## src/rtl/sfr_pkg.sv

```systemverilog
// ----------------------------------------------------------------------------
// sfr_pkg
// Shared types, constants and the crc-8 byte update for the frame receiver.
// ----------------------------------------------------------------------------
package sfr_pkg;

	localparam int BYTE_W       = 8;
	localparam int SIZE_W       = 7;
	localparam int POS_W        = 6;
	localparam int KIND_W       = 2;
	localparam int CFG_IDX_W    = 1;
	localparam int CFG_DATA_W   = 8;

	localparam logic [SIZE_W-1:0] FRAME_SIZE_LIMIT = 7'd64;
	localparam logic [SIZE_W-1:0] FRAME_SIZE_MIN   = 7'd2;
	localparam logic [BYTE_W-1:0] CRC_POLY         = 8'hD5;

	localparam logic [BYTE_W-1:0] SYNC_RESET     = 8'd234;
	localparam logic [SIZE_W-1:0] MAX_SIZE_RESET = 7'd64;

	localparam logic [CFG_IDX_W-1:0] REG_SYNC_ADDRESS   = 1'd0;
	localparam logic [CFG_IDX_W-1:0] REG_MAX_FRAME_SIZE = 1'd1;

	localparam logic [KIND_W-1:0] KIND_BODY    = 2'd0;
	localparam logic [KIND_W-1:0] KIND_GOOD    = 2'd1;
	localparam logic [KIND_W-1:0] KIND_BAD_CRC = 2'd2;

	typedef struct packed {
		logic [BYTE_W-1:0] rx_byte;
		logic [BYTE_W-1:0] expected_type;
	} rx_item_t;

	typedef struct packed {
		logic [KIND_W-1:0] kind;
		logic [BYTE_W-1:0] body_byte;
		logic [POS_W-1:0]  position;
		logic [BYTE_W-1:0] msg_type;
		logic              type_matches;
		logic [SIZE_W-1:0] frame_size;
	} result_t;

	typedef struct packed {
		logic [BYTE_W-1:0] sync_address;
		logic [SIZE_W-1:0] max_frame_size;
	} cfg_regs_t;

	// msb-first crc-8, one byte
	function automatic logic [BYTE_W-1:0] crc8_byte(input logic [BYTE_W-1:0] crc,
			input logic [BYTE_W-1:0] data);
		logic [BYTE_W-1:0] c;
		c = crc ^ data;
		for (int i = 0; i < BYTE_W; i++) begin
			if (c[BYTE_W-1]) begin
				c = {c[BYTE_W-2:0], 1'b0} ^ CRC_POLY;
			end else begin
				c = {c[BYTE_W-2:0], 1'b0};
			end
		end
		return c;
	endfunction

endpackage

```

## src/rtl/sfr_if.sv

```systemverilog
// ----------------------------------------------------------------------------
// sfr_if
// Valid/ready channels of the frame receiver: received bytes, results and
// configuration writes.
// ----------------------------------------------------------------------------
interface sfr_rx_if;
	import sfr_pkg::*;
	logic              valid;
	logic              ready;
	logic [BYTE_W-1:0] rx_byte;
	logic [BYTE_W-1:0] expected_type;
	modport source (output valid, rx_byte, expected_type, input ready);
	modport sink   (input valid, rx_byte, expected_type, output ready);
endinterface

interface sfr_res_if;
	import sfr_pkg::*;
	logic              valid;
	logic              ready;
	logic [KIND_W-1:0] kind;
	logic [BYTE_W-1:0] body_byte;
	logic [POS_W-1:0]  position;
	logic [BYTE_W-1:0] msg_type;
	logic              type_matches;
	logic [SIZE_W-1:0] frame_size;
	modport source (output valid, kind, body_byte, position, msg_type, type_matches,
		frame_size, input ready);
	modport sink   (input valid, kind, body_byte, position, msg_type, type_matches,
		frame_size, output ready);
endinterface

interface sfr_cfg_if;
	import sfr_pkg::*;
	logic                  valid;
	logic                  ready;
	logic [CFG_IDX_W-1:0]  index;
	logic [CFG_DATA_W-1:0] data;
	modport source (output valid, index, data, input ready);
	modport sink   (input valid, index, data, output ready);
endinterface

```

## src/rtl/sfr_in_stage.sv

```systemverilog
// ----------------------------------------------------------------------------
// sfr_in_stage
// Input register: holds one received beat until the frame logic takes it.
// ----------------------------------------------------------------------------
module sfr_in_stage (
	input  logic              clk,
	input  logic              arst_n,
	input  logic              in_valid,
	output logic              in_ready,
	input  sfr_pkg::rx_item_t in_item,
	input  logic              take,
	output logic              valid_s1,
	output sfr_pkg::rx_item_t item_s1
);
	import sfr_pkg::*;

	assign in_ready = !valid_s1 || take;

	always_ff @(posedge clk or negedge arst_n) begin
		if (!arst_n) begin
			valid_s1 <= 1'b0;
		end else if (in_ready) begin
			valid_s1 <= in_valid;
		end
	end

	always_ff @(posedge clk) begin
		if (in_ready && in_valid) begin
			item_s1 <= in_item;
		end
	end
endmodule

```

## src/rtl/sfr_core.sv

```systemverilog
// ----------------------------------------------------------------------------
// sfr_core
// Frame state machine: sync hunt, size check, body bytes with running crc,
// and the crc byte that closes the frame.
// ----------------------------------------------------------------------------
module sfr_core (
	input  logic               clk,
	input  logic               arst_n,
	input  sfr_pkg::cfg_regs_t cfg,
	input  logic               step,
	input  sfr_pkg::rx_item_t  item,
	output logic               has_res,
	output sfr_pkg::result_t   res
);
	import sfr_pkg::*;

	localparam logic [1:0] PH_HUNT = 2'd0;
	localparam logic [1:0] PH_SIZE = 2'd1;
	localparam logic [1:0] PH_BODY = 2'd2;
	localparam logic [1:0] PH_CRC  = 2'd3;

	logic [1:0]        phase_q, phase_d;
	logic [SIZE_W-1:0] size_q, size_d;
	logic [POS_W-1:0]  count_q, count_d;
	logic [BYTE_W-1:0] crc_q, crc_d;
	logic [BYTE_W-1:0] type_q, type_d;
	logic [BYTE_W-1:0] ftype;
	logic              size_ok;

	assign size_ok = (item.rx_byte >= {1'b0, FRAME_SIZE_MIN})
		&& (item.rx_byte <= {1'b0, cfg.max_frame_size})
		&& (item.rx_byte <= {1'b0, FRAME_SIZE_LIMIT});
	assign ftype = (count_q == '0) ? item.rx_byte : type_q;

	always_comb begin
		phase_d = phase_q;
		size_d  = size_q;
		count_d = count_q;
		crc_d   = crc_q;
		type_d  = type_q;
		has_res = 1'b0;
		res     = '0;
		case (phase_q)
			PH_HUNT: begin
				size_d = '0;
				if (item.rx_byte == cfg.sync_address) begin
					phase_d = PH_SIZE;
				end
			end
			PH_SIZE: begin
				count_d = '0;
				crc_d   = '0;
				if (size_ok) begin
					size_d  = item.rx_byte[SIZE_W-1:0];
					phase_d = PH_BODY;
				end else begin
					phase_d = PH_HUNT;
				end
			end
			PH_BODY: begin
				has_res          = 1'b1;
				type_d           = ftype;
				crc_d            = crc8_byte(crc_q, item.rx_byte);
				res.kind         = KIND_BODY;
				res.body_byte    = item.rx_byte;
				res.position     = count_q;
				res.msg_type     = ftype;
				res.type_matches = (ftype == item.expected_type);
				res.frame_size   = size_q;
				if (({1'b0, count_q} + 7'd2) >= size_q) begin
					phase_d = PH_CRC;
				end
				count_d = count_q + 6'd1;
			end
			PH_CRC: begin
				has_res          = 1'b1;
				res.kind         = (crc_q == item.rx_byte) ? KIND_GOOD : KIND_BAD_CRC;
				res.msg_type     = type_q;
				res.type_matches = (type_q == item.expected_type);
				res.frame_size   = size_q;
				phase_d          = PH_HUNT;
			end
			default: begin
				phase_d = PH_HUNT;
			end
		endcase
	end

	always_ff @(posedge clk or negedge arst_n) begin
		if (!arst_n) begin
			phase_q <= PH_HUNT;
			size_q  <= '0;
			count_q <= '0;
			crc_q   <= '0;
			type_q  <= '0;
		end else if (step) begin
			phase_q <= phase_d;
			size_q  <= size_d;
			count_q <= count_d;
			crc_q   <= crc_d;
			type_q  <= type_d;
		end
	end
endmodule

```

## src/rtl/sfr_out_stage.sv

```systemverilog
// ----------------------------------------------------------------------------
// sfr_out_stage
// Result register: holds one result beat until the receiver takes it.
// ----------------------------------------------------------------------------
module sfr_out_stage (
	input  logic             clk,
	input  logic             arst_n,
	input  logic             load,
	input  sfr_pkg::result_t res_in,
	output logic             free,
	output logic             out_valid,
	input  logic             out_ready,
	output sfr_pkg::result_t res_q
);
	import sfr_pkg::*;

	logic valid_q;

	assign free      = !valid_q || out_ready;
	assign out_valid = valid_q;

	always_ff @(posedge clk or negedge arst_n) begin
		if (!arst_n) begin
			valid_q <= 1'b0;
		end else if (free) begin
			valid_q <= load;
		end
	end

	always_ff @(posedge clk) begin
		if (free && load) begin
			res_q <= res_in;
		end
	end
endmodule

```

## src/rtl/serial_frame_receiver_crc8_top.sv

```systemverilog
// ----------------------------------------------------------------------------
// serial_frame_receiver_crc8_top
// Byte-serial frame receiver with crc-8 (poly 0xd5) check.
//
// rx carries one received byte per beat together with the frame type the
// caller expects. res carries one result beat per body byte (kind body,
// with its position) and one per crc byte (kind good or bad crc). Sync and
// size bytes give no result. cfg writes sync_address (index 0) and
// max_frame_size (index 1); it is always ready. It must be written only while
// idle; the block itself does not enforce this. Each beat is held in an input
// register, the frame logic and the bitwise crc update run on it, and the
// result lands in an output register. A new byte is taken every cycle while
// the output register is free. When res is stalled, one more byte can wait in
// the input register, then rx ready drops until the result is taken.
// Reset clears the frame state to sync hunt, empties both registers and
// restores the register reset values (sync 234, max size 64).
// ----------------------------------------------------------------------------
module serial_frame_receiver_crc8_top (
	input logic      clk,
	input logic      arst_n,
	sfr_rx_if.sink   rx,
	sfr_res_if.source res,
	sfr_cfg_if.sink  cfg
);
	import sfr_pkg::*;

	cfg_regs_t cfg_q;
	rx_item_t  rx_item;
	rx_item_t  item_s1;
	result_t   core_res;
	result_t   res_q;
	logic      valid_s1;
	logic      take;
	logic      has_res;
	logic      out_free;

	assign cfg.ready = 1'b1;

	always_ff @(posedge clk or negedge arst_n) begin
		if (!arst_n) begin
			cfg_q.sync_address   <= SYNC_RESET;
			cfg_q.max_frame_size <= MAX_SIZE_RESET;
		end else if (cfg.valid) begin
			case (cfg.index)
				REG_SYNC_ADDRESS:   cfg_q.sync_address   <= cfg.data;
				REG_MAX_FRAME_SIZE: cfg_q.max_frame_size <= cfg.data[SIZE_W-1:0];
				default: ;
			endcase
		end
	end

	assign rx_item.rx_byte       = rx.rx_byte;
	assign rx_item.expected_type = rx.expected_type;

	// a held byte moves on unless its result has nowhere to go
	assign take = valid_s1 && (!has_res || out_free);

	sfr_in_stage u_in (
		.clk      (clk),
		.arst_n   (arst_n),
		.in_valid (rx.valid),
		.in_ready (rx.ready),
		.in_item  (rx_item),
		.take     (take),
		.valid_s1 (valid_s1),
		.item_s1  (item_s1)
	);

	sfr_core u_core (
		.clk     (clk),
		.arst_n  (arst_n),
		.cfg     (cfg_q),
		.step    (take),
		.item    (item_s1),
		.has_res (has_res),
		.res     (core_res)
	);

	sfr_out_stage u_out (
		.clk       (clk),
		.arst_n    (arst_n),
		.load      (take && has_res),
		.res_in    (core_res),
		.free      (out_free),
		.out_valid (res.valid),
		.out_ready (res.ready),
		.res_q     (res_q)
	);

	assign res.kind         = res_q.kind;
	assign res.body_byte    = res_q.body_byte;
	assign res.position     = res_q.position;
	assign res.msg_type     = res_q.msg_type;
	assign res.type_matches = res_q.type_matches;
	assign res.frame_size   = res_q.frame_size;
endmodule

```

## src/flat_wrapper.sv

```systemverilog
// flat-port wrapper written by rule: the top's interface ports become plain ports
module serial_frame_receiver_crc8_top_flat import sfr_pkg::*;
  (clk, arst_n, rx_valid, rx_rx_byte, rx_expected_type, rx_ready, res_valid, res_kind, res_body_byte, res_position, res_msg_type, res_type_matches, res_frame_size, res_ready, cfg_valid, cfg_index, cfg_data, cfg_ready);
  sfr_rx_if rx_i ();
  sfr_res_if res_i ();
  sfr_cfg_if cfg_i ();
  input logic clk;
  input logic arst_n;
  input wire logic [$bits(rx_i.valid)-1:0] rx_valid;
  input wire logic [$bits(rx_i.rx_byte)-1:0] rx_rx_byte;
  input wire logic [$bits(rx_i.expected_type)-1:0] rx_expected_type;
  output wire logic [$bits(rx_i.ready)-1:0] rx_ready;
  output wire logic [$bits(res_i.valid)-1:0] res_valid;
  output wire logic [$bits(res_i.kind)-1:0] res_kind;
  output wire logic [$bits(res_i.body_byte)-1:0] res_body_byte;
  output wire logic [$bits(res_i.position)-1:0] res_position;
  output wire logic [$bits(res_i.msg_type)-1:0] res_msg_type;
  output wire logic [$bits(res_i.type_matches)-1:0] res_type_matches;
  output wire logic [$bits(res_i.frame_size)-1:0] res_frame_size;
  input wire logic [$bits(res_i.ready)-1:0] res_ready;
  input wire logic [$bits(cfg_i.valid)-1:0] cfg_valid;
  input wire logic [$bits(cfg_i.index)-1:0] cfg_index;
  input wire logic [$bits(cfg_i.data)-1:0] cfg_data;
  output wire logic [$bits(cfg_i.ready)-1:0] cfg_ready;
  assign rx_i.valid = rx_valid;
  assign rx_i.rx_byte = rx_rx_byte;
  assign rx_i.expected_type = rx_expected_type;
  assign rx_ready = rx_i.ready;
  assign res_valid = res_i.valid;
  assign res_kind = res_i.kind;
  assign res_body_byte = res_i.body_byte;
  assign res_position = res_i.position;
  assign res_msg_type = res_i.msg_type;
  assign res_type_matches = res_i.type_matches;
  assign res_frame_size = res_i.frame_size;
  assign res_i.ready = res_ready;
  assign cfg_i.valid = cfg_valid;
  assign cfg_i.index = cfg_index;
  assign cfg_i.data = cfg_data;
  assign cfg_ready = cfg_i.ready;
  serial_frame_receiver_crc8_top u_core (.clk(clk), .arst_n(arst_n), .rx(rx_i), .res(res_i), .cfg(cfg_i));
endmodule
```

## config.mk

```make
export PLATFORM = sky130hd
export DESIGN_NAME = serial_frame_receiver_crc8_top_flat
export DESIGN_NICKNAME = d
export VERILOG_FILES = /design/src/rtl/sfr_pkg.sv /design/src/rtl/sfr_if.sv /design/src/rtl/sfr_in_stage.sv /design/src/rtl/sfr_core.sv /design/src/rtl/sfr_out_stage.sv /design/src/rtl/serial_frame_receiver_crc8_top.sv /design/src/flat_wrapper.sv
export SDC_FILE = /design/constraint.sdc
export NUM_CORES = 1
export LEC_CHECK = 0
export BUFFER_PORTS_ARGS = -buffer_cell sky130_fd_sc_hd__buf_2
export CORE_MARGIN = 2
export CORE_UTILIZATION = 58
export CTS_CLUSTER_SIZE = 24
export DETAILED_ROUTE_END_ITERATION = 12
export HOLD_SLACK_MARGIN = 0.03
export PLACE_DENSITY = 0.84
export SLEW_MARGIN = 20
export SYNTH_ARGS = -nofsm -noshare
export SYNTH_HDL_FRONTEND = slang
export SYNTH_SLANG_ARGS = --single-unit
```

## constraint.sdc

```tcl
create_clock -name clk -period 4.2 [get_ports clk]
set_clock_uncertainty 0.1 [all_clocks]
set_input_delay 0.42 -clock clk [delete_from_list [all_inputs] [get_ports clk]]
set_output_delay 0.42 -clock clk [all_outputs]
set_load 0.02 [all_outputs]
```

==> flow_summary.json <==
{
  "status": "complete, no violations",
  "endpoint": "u_core.u_out.res_q[7]$_DFFE_PP_",
  "coreArea_um2": 8175,
  "cts_resized": 0,
  "synth_area_leaders": "edfxtp_1, dfrtp_1, ha_1, mux2_2, xnor2_1",
  "hold_class": "input port to flop",
  "setup_viol": 0,
  "reg2reg_to": "u_core.u_out.res_q[7]$_DFFE_PP_",
  "syn-num-nets": 455,
  "ant_nets": 0,
  "power.density_nw_per_um2": 569.1,
  "clock_latency_ns": 0.37,
  "start_util_pct": 59.63,
  "timing.fmax_mhz": 341.8,
  "yosysTopAreaCell": "edfxtp_1",
  "period_minus_slack_ns": 2.926,
  "numCtsBuffers": 9,
  "rsz0062_at_grt": "false",
  "globalplace.congestion": 0.8796,
  "wl_per_cell_um": 17.25,
  "fp.dieH_um": 95.68,
  "rr_worst_depth": 7,
  "diodes": 0,
  "cp-end-kind": "flop",
  "grt_pass1_vias": 3261,
  "synth_common_cells": "edfxtp_1, dfrtp_1, nand2_1, xnor2_1, inv_1",
  "avgViaCountPerCell": 5.752,
  "tritoncts": "done",
  "yosysWarnings": 0,
  "dr.pass1.iters": 5,
  "groute.usage.overall_pct": 23.64,
  "drc_errors": 0,
  "cts_num_sinks": 96,
  "criticalPathCategory": "flop to flop",
  "startpoint": "u_core.u_core.count_q[4]$_DFFE_PN0P_",
  "synth_top_cell_area_share_pct": 29.57,
  "row_count": 33,
  "syn-cell-area_um2": 4875,
  "setup_tns_ns": 0,
  "grt_max_degree": 49,
  "grt_antenna_before_repair": 0,
  "worstPathArrival_ns": 3.00,
  "ys_seq_area_share_pct": 54.36,
  "max-cap-violations": 0,
  "total_power_mw": 3.120,
  "async_reset_ff_share_pct": 50.00,
  "dp_hpwl_mm": 6.875,
  "io_pins": 65,
  "final_hold_viol_count": 0,
  "grt-ovfl-total": 0,
  "final_max_slew_viol_count": 0,
  "worstMarginPinSlew_ns": 0.7776,
  "ys_types": 49,
  "path_max_fanout": 10,
  "yosysMostFrequentCell": "edfxtp_1",
  "drt-initial-drc-count": 206,
  "io_buffers": 63,
  "r2r_start": "u_core.u_core.count_q[4]$_DFFE_PN0P_",
  "die_area_um2": 9154,
  "finalCritPeriodShare_pct": 69.66,
  "avgSynthCellArea_um2": 12.13,
  "r2r_setup_slack_ns": 1.27,
  "htreeDepth": 3,
  "leakagePower_nw": 2.424,
  "nNetsFinal": 512,
  "cts.reportedPaths.clkPinSlew_ns": 0.10,
  "cp-start-kind": "flop",
  "fill_cells": 613,
  "synth_ff_type": "edfxtp_1",
  "drive_above_1_share_pct": 24.57,
  "num_vias": 3273,
  "die_x_um": 95.68,
  "critical_path_required_ns": 4.27,
  "peakVddDrop_mv": 0.3210,
  "synth-seq-cells": 96,
  "area_growth_pct": 12.47,
  "synth_edf_count": 48,
  "cts.path.max_buffers": 2,
  "grt_first_pass_wirelength_mm": 16.18,
  "syn_inst": 402,
  "root_buffer": "clkbuf_8",
  "totalWireLength_mm": 9.814,
  "slew_headroom_pct": 47.81
}
[cell type report]
class                   instances  area (µm²)  share of cell area (%)
clock buffers                  10       127.6                   2.328
clock inverters                 6       92.59                   1.689
inverters                      24       90.09                   1.643
multi-input cells             261        2041                   37.22
flip-flops and latches         96        2650                   48.33
well taps                     105       131.4                   2.396
repair buffers                 67       350.3                   6.390
[registers in the layout, summed over array words and instances (netlist names), named ones only]
| register | cells |
|---|---|
| u_core.cfg_q | 15 |
| u_core.u_core.count_q | 6 |
| u_core.u_core.crc_q | 8 |
| u_core.u_core.phase_q | 1 |
| u_core.u_core.size_q | 7 |
| u_core.u_core.type_q | 8 |
| u_core.u_in.item_s1 | 16 |
| u_core.u_in.valid_s1 | 1 |
| u_core.u_out.out_valid | 1 |
| u_core.u_out.res_q | 32 |
[worst min-delay path by stage]
stage,from,to,slack [ns],cells past startpoint
floorplan,arst_n,async pin,0.02,0
global placement,u_core.cfg_q[1]$_DFFE_PN0P_,u_core.cfg_q[1]$_DFFE_PN0P_,0.39,1
detailed placement,u_core.cfg_q[1]$_DFFE_PN0P_,u_core.cfg_q[1]$_DFFE_PN0P_,0.39,1
CTS,rx_expected_type[3],u_core.u_in.item_s1[3]$_DFFE_PP_,0.11,1
global route,rx_rx_byte[0],u_core.u_in.item_s1[8]$_DFFE_PP_,0.10,1
finish,rx_expected_type[0],u_core.u_in.item_s1[0]$_DFFE_PP_,0.13,1
[cells in the final DEF, fill, tap and decap left out, types with 3 or more instances in the layout]
cell type / netlist / routed
o31ai_1: 3 / 3
inv_1: 24 / 24
buf_2: 5 / 62
mux2_2: 22 / 22
mux2i_1: 8 / 8
clkbuf_8: 0 / 9
nor4_1: 3 / 3
dfrtp_1: 42 / 42
a221o_1: 6 / 6
nor2_1: 10 / 9
nand4_1: 5 / 5
nand2_1: 32 / 32
nand2b_1: 4 / 4
o211ai_1: 3 / 3
xor2_1: 14 / 14
buf_4: 1 / 4
and2_1: 19 / 19
nor3_1: 3 / 3
o211a_1: 6 / 6
a22o_1: 12 / 12
nand3_1: 9 / 9
dfstp_2: 6 / 6
o21ai_0: 18 / 18
xnor2_1: 26 / 26
ha_1: 23 / 23
a21o_1: 5 / 5
edfxtp_1: 48 / 48
nor2b_1: 6 / 6
[through the flow]
stage                     instances  setup slack (ns)  util [%]  hold WS, ns  area, µm²
final                           569             1.274     67.06       0.1261       5483
after global routing            569             1.130     67.06       0.1022       5483
after CTS                       568             1.350     66.91       0.1132       5470
after detailed placement        552             1.380     64.22       0.3943       5250
after global placement          552             1.461     64.22       0.3894       5250
after floorplan                 402             1.184         -      0.02441       4875
[repair_timing]
action / in CTS / in global routing
buffers inserted: 0 / 0
endpoints found under the hold margin: 0 / 42
hold buffers: 0 / 1
[cell families (layout without fill, tap and decap cells)]
logic type	count (synthesis)	count (layout)	synth area share, %
XOR/XNOR	43	43	8.547
other	1	1	0.07693
buffers and inverters	45	107	3.824
AO/OA/AOI/OAI	67	67	10.32
adder cells (fa/ha/maj)	23	23	5.904
flip-flops	96	96	54.36
AND/OR/NAND/NOR	97	97	10.24
multiplexers	30	30	6.725
[layer usage]
layer | GRT usage [%] | wire length (µm) | up-vias
li1 | - | - | 1541
met1 | 31.16 | 4321 | 1603
met2 | 39.51 | 4804 | 108
met3 | 5.138 | 512 | 21
met4 | 6.905 | 176 | 0
met5 | 0 | 0 | -
[worst max-delay path, stage by stage, from the launching register on]
cell,delay (ns)
dfrtp_1,0.48
nor4_1,0.61
nand2_1,0.31
nor2_4,0.35
mux2i_1,0.27
xor2_1,0.17
nand4_1,0.14
a2111oi_2,0.30
[report_power, final]
group	switching (mW)	internal, mW
Sequential	0.139	1.20
Combinational	0.630	0.483
Clock	0.327	0.340
Total	1.10	2.02
(Power assumes the default switching activity.)
